[src/rtl/subleq_machine_step_assert.svh]
// ----------------------------------------------------------------------------
// Subleq machine step assertion macros
// Short forms for same-cycle and next-cycle implications under reset.
// ----------------------------------------------------------------------------
`ifndef SUBLEQ_MACHINE_STEP_ASSERT_SVH
`define SUBLEQ_MACHINE_STEP_ASSERT_SVH

// antecedent implies consequent in the same cycle
`define SMS_ASSERT_NOW(lbl, clk, rst, ante, cons) \
   lbl: assert property (@(posedge clk) disable iff (rst) (ante) |-> (cons)) \
      else $error("subleq_machine_step: same-cycle check failed");

// antecedent implies consequent in the next cycle
`define SMS_ASSERT_NEXT(lbl, clk, rst, ante, cons) \
   lbl: assert property (@(posedge clk) disable iff (rst) (ante) |=> (cons)) \
      else $error("subleq_machine_step: next-cycle check failed");

`endif

[src/rtl/sms_pkg.sv]
`timescale 1ns / 1ps
// ----------------------------------------------------------------------------
// Subleq machine step package
// Widths, command and fault codes, request/response types, operand checks.
// ----------------------------------------------------------------------------
package sms_pkg;

   localparam int MEM_WORDS = 1024;
   localparam int ADDR_W    = $clog2(MEM_WORDS);
   localparam int IP_W      = 10;
   localparam int IP_SPAN   = 2 ** IP_W;
   localparam int WORD_W    = 32;
   localparam int CHAR_W    = 9;

   localparam logic [1:0] CMD_LOAD    = 2'd0;
   localparam logic [1:0] CMD_EXEC    = 2'd1;
   localparam logic [1:0] CMD_RESTART = 2'd2;

   localparam logic [1:0] FAULT_NONE    = 2'd0;
   localparam logic [1:0] FAULT_IP      = 2'd1;
   localparam logic [1:0] FAULT_OPERAND = 2'd2;

   typedef struct packed {
      logic [1:0]               cmd;
      logic [IP_W-1:0]          load_addr;
      logic signed [WORD_W-1:0] load_data;
      logic signed [CHAR_W-1:0] in_char;
   } req_type;

   typedef struct packed {
      logic            out_valid;
      logic [7:0]      out_char;
      logic            in_used;
      logic            halted;
      logic [1:0]      fault;
      logic [IP_W-1:0] current_ip;
   } rsp_type;

   // nonnegative operand that does not address a memory word
   function automatic logic addr_bad(input logic [WORD_W-1:0] w);
      return !w[WORD_W-1] && (w >= WORD_W'(MEM_WORDS));
   endfunction

   // branch target must also fit the pointer
   function automatic logic target_bad(input logic [WORD_W-1:0] w);
      return !w[WORD_W-1] && ((w >= WORD_W'(MEM_WORDS)) || (w >= WORD_W'(IP_SPAN)));
   endfunction

endpackage

[src/rtl/sms_rsp_fifo.sv]
`timescale 1ns / 1ps
// ----------------------------------------------------------------------------
// Subleq machine step response buffer
// Two-entry queue between the sequencer and the response channel.
// ----------------------------------------------------------------------------
module sms_rsp_fifo (
   input  logic             clock,
   input  logic             reset,
   input  logic             push,
   input  sms_pkg::rsp_type push_data,
   output logic             full,
   output logic             out_vld,
   input  logic             out_rdy,
   output sms_pkg::rsp_type out_data
);
   import sms_pkg::*;

   rsp_type    ent_ff [2];
   logic       wr_ptr_ff, wr_ptr_in;
   logic       rd_ptr_ff, rd_ptr_in;
   logic [1:0] cnt_ff, cnt_in;
   logic       pop;

   assign full     = (cnt_ff == 2'd2);
   assign out_vld  = (cnt_ff != 2'd0);
   assign out_data = ent_ff[rd_ptr_ff];
   assign pop      = out_vld && out_rdy;

   always_comb begin
      wr_ptr_in = push ? !wr_ptr_ff : wr_ptr_ff;
      rd_ptr_in = pop  ? !rd_ptr_ff : rd_ptr_ff;
      cnt_in    = cnt_ff + 2'(push) - 2'(pop);
   end

   always_ff @(posedge clock) begin
      if (reset) begin
         wr_ptr_ff <= 1'b0;
         rd_ptr_ff <= 1'b0;
         cnt_ff    <= 2'd0;
      end else begin
         wr_ptr_ff <= wr_ptr_in;
         rd_ptr_ff <= rd_ptr_in;
         cnt_ff    <= cnt_in;
      end
   end

   always_ff @(posedge clock) begin
      if (push) begin
         ent_ff[wr_ptr_ff] <= push_data;
      end
   end
endmodule

[config.mk]
export PLATFORM = sky130hd
export DESIGN_NAME = sms_rsp_fifo
export DESIGN_NICKNAME = d
export VERILOG_FILES = /design/src/rtl/subleq_machine_step_assert.svh /design/src/rtl/sms_pkg.sv /design/src/rtl/sms_rsp_fifo.sv
export SDC_FILE = /design/constraint.sdc
export NUM_CORES = 1
export LEC_CHECK = 0
export BUFFER_PORTS_ARGS = -buffer_cell sky130_fd_sc_hd__buf_2
export CORE_MARGIN = 2
export CORE_UTILIZATION = 45
export CTS_CLUSTER_SIZE = 14
export DETAILED_ROUTE_END_ITERATION = 10
export HOLD_SLACK_MARGIN = 0.12
export PLACE_DENSITY_LB_ADDON = 0.05
export SYNTH_ARGS = -nofsm -noshare
export SYNTH_HDL_FRONTEND = slang
export SYNTH_SLANG_ARGS = --single-unit
[constraint.sdc]
create_clock -name clock -period 4.2 [get_ports clock]
set_input_delay 1.26 -clock clock [delete_from_list [all_inputs] [get_ports clock]]
set_output_delay 1.26 -clock clock [all_outputs]
set_load 0.005 [all_outputs]
==> impl_metrics.yaml <==
status:
  outcome: "finished clean"
grt:
  grt_pass1_wl_um: 4567
  grt_use_total_pct: 13.89
  grt_overflow: 0
  grt_antenna_before_repair: 0
  grt_start_max_net_pins: 24
  first_global_vias: 1001
power:
  leakagePower_nw: 0.8978
  p_total_mw: 1.208
  cellPowerDensity_mw_per_mm2: 519.7
  irDropWorstVdd_mv: 0.3062
yosys:
  synth_area_leaders: "edfxtp_1 (73%), mux2_2 (15%), dfxtp_1 (5.3%), ha_1 (1.3%), nor2b_1 (1.3%)"
  synthFlopType: "edfxtp_1"
  synth-edff-count: 46
  synth.top_cell.area_share_pct: 72.78
  postSynthAreaPerCell_um2: 20.19
  synth.most_common_cell: "edfxtp_1"
  yosysTopAreaCell: "edfxtp_1"
  yosys_register_bits: 51
  syn_nets: 123
  ys_warn_count: 0
  netlist_instances: 94
  synth_area_mm2: 0.001898
  ys_top_cells_by_count: "edfxtp_1 (46), mux2_2 (25), dfxtp_1 (5)"
  ys_seq_area_share_pct: 78.05
  synth_cell_types: 13
  ys_async_sr_fraction_pct: 0
placement:
  place.gp.congestion: 0.6753
  place_hpwl_um: 2079
  port_buffers: 51
  placed_area_mm2: 0.002211
timing:
  worst_pin_slew_ns: 1.069
  final-setup-viol-count: 0
  period_share_pct: 74.76
  max_freq_mhz: 318.5
  slew-limit-headroom_pct: 28.76
  rsz0062_at_grt: "false"
  hold_viol: 0
  tns_ns: 0
  fin_skew_ns: 0.005916
  finalMaxSlewViolations: 0
  min_period_ns: 3.140
clocking:
  clock_latency_ns: 0.29
  cts_sinks: 51
  cts_resized: 0
  clk_pin_slew_ns: 0.09
  cts_max_level: 2
  cts_setup_buffers: 0
  cts_tree: "built"
  cts-root-buf: "clkbuf_8"
  cts_buffer_depth: 2
  cts_buffers: 5
  postCtsHoldBufs: 0
routing:
  drt-pass1-iter-count: 4
  drtIter0Drc: 64
  wl_um: 3070
  detail_route.wl_per_cell_um: 15.20
  drc_errors: 0
  final_antenna_net_count: 0
  vias: 978
  vias_per_cell: 4.842
floorplan:
  die_w_um: 68.95
  start_util_pct: 47.11
  pin_count: 52
  rows: 23
  die_h_um: 68.95
  die_area_mm2: 0.004753
  core_mm2: 0.004029
layout:
  final_area_mm2: 0.002323
  num_antenna_cells: 0
  drive_above_1_share_pct: 57.24
  area_delta_synth_final_pct: 22.41
  layout.nets: 180
setup_path:
  cp_max_fo: 23
  worst-r2r-cell-count: 1
  cp.required_ns: 2.94
  r2r-start: "wr_ptr_ff$_SDFFE_PP0P_"
  crit_arrival_ns: 1.88
  worstSetupPathType: "reg -> out"
  crit_path_end_kind: "output pin"
  reg2reg_to: "ent_ff[1][5]$_DFFE_PP_"
  r2r_slack_ns: 2.57
  start_kind: "flip-flop"
flow_run:
  cap_violations: 0
min_path:
  min_to: "wr_ptr_ff$_SDFFE_PP0P_"
  min_from: "wr_ptr_ff$_SDFFE_PP0P_"
  min_path_cells: 2
  hp-class: "reg -> reg"
## cells by family after synthesis
| family | after synthesis | share of synthesized area (%) |
|---|---|---|
| compound gates | 1 | 0.3957 |
| xor+xnor | 2 | 1.648 |
| fa+ha+maj | 2 | 1.318 |
| buf+inv | 4 | 1.186 |
| flops | 51 | 78.05 |
| mux | 25 | 14.83 |
| simple gates | 9 | 2.571 |
## placed cells by master (no fill, tap or decap), types with 2 or more instances in the layout
master     n
ha_1       2
nor2_1     3
buf_2     51
inv_1      2
clkbuf_8   5
mux2_2    25
nor2b_1    3
edfxtp_1  46
dfxtp_1    5
## registers in the layout (all words and copies together) (netlist names), named ones only
register,count
cnt_ff,2
rd_ptr_ff,1
wr_ptr_ff,1
ent_ff,46
## how the worst max path moves through the flow
stage / from / end / slack, ns
final: flip-flop / out_data[5] / 1.06
after CTS: flip-flop / out_data[5] / 1.0
after detailed placement: flip-flop / out_data[5] / 1.32
after global routing: flip-flop / out_data[5] / 0.90
after floorplan: push / ent_ff[0][0]$_DFFE_PP_ / 1.47
after global placement: flip-flop / out_data[5] / 1.38
## report_power, final
group	internal, mW	leakage, nW	switching [mW]	total [mW]
clock	0.177	0.0581	0.154	0.331
combinational	0.151	0.367	0.0820	0.233
sequential	0.600	0.473	0.0435	0.644
total	0.928	0.898	0.280	1.21
## cell type report
class,count,area (µm²)
inverter,2,7.507
multi-input combinational,39,396.6
clock buffer,5,68.82
tap,50,62.56
sequential,51,1481
fill,344,1705
clock inverter,3,43.79
timing repair buffer,52,262.8
## per-stage QoR
step	cells	hold slack [ns]	utilization [%]	setup slack [ns]
floorplan	94	0.4965	-	1.471
global placement	194	0.5392	54.88	1.376
detailed placement	194	0.5736	54.88	1.320
CTS	202	0.5992	57.67	0.9971
global route	202	0.6346	57.67	0.9031
finish	202	0.5893	57.67	1.060
## critical path: stages (launching register included)
cell	delay, ns
dfxtp_1	1.02
mux2_2	0.43
buf_2	0.13
## per-layer routing
metal	routed length, µm	global-route usage [%]	share of wire (%)	up-vias
met2	1653	24.52	54	35
met3	201	4.383	6.5	5
li1	-	-	-	473
met5	0	0	0	-
met4	40	5.882	1.3	0
met1	1174	15.40	38	465
Note: power is estimated with default switching activity, not from simulation.
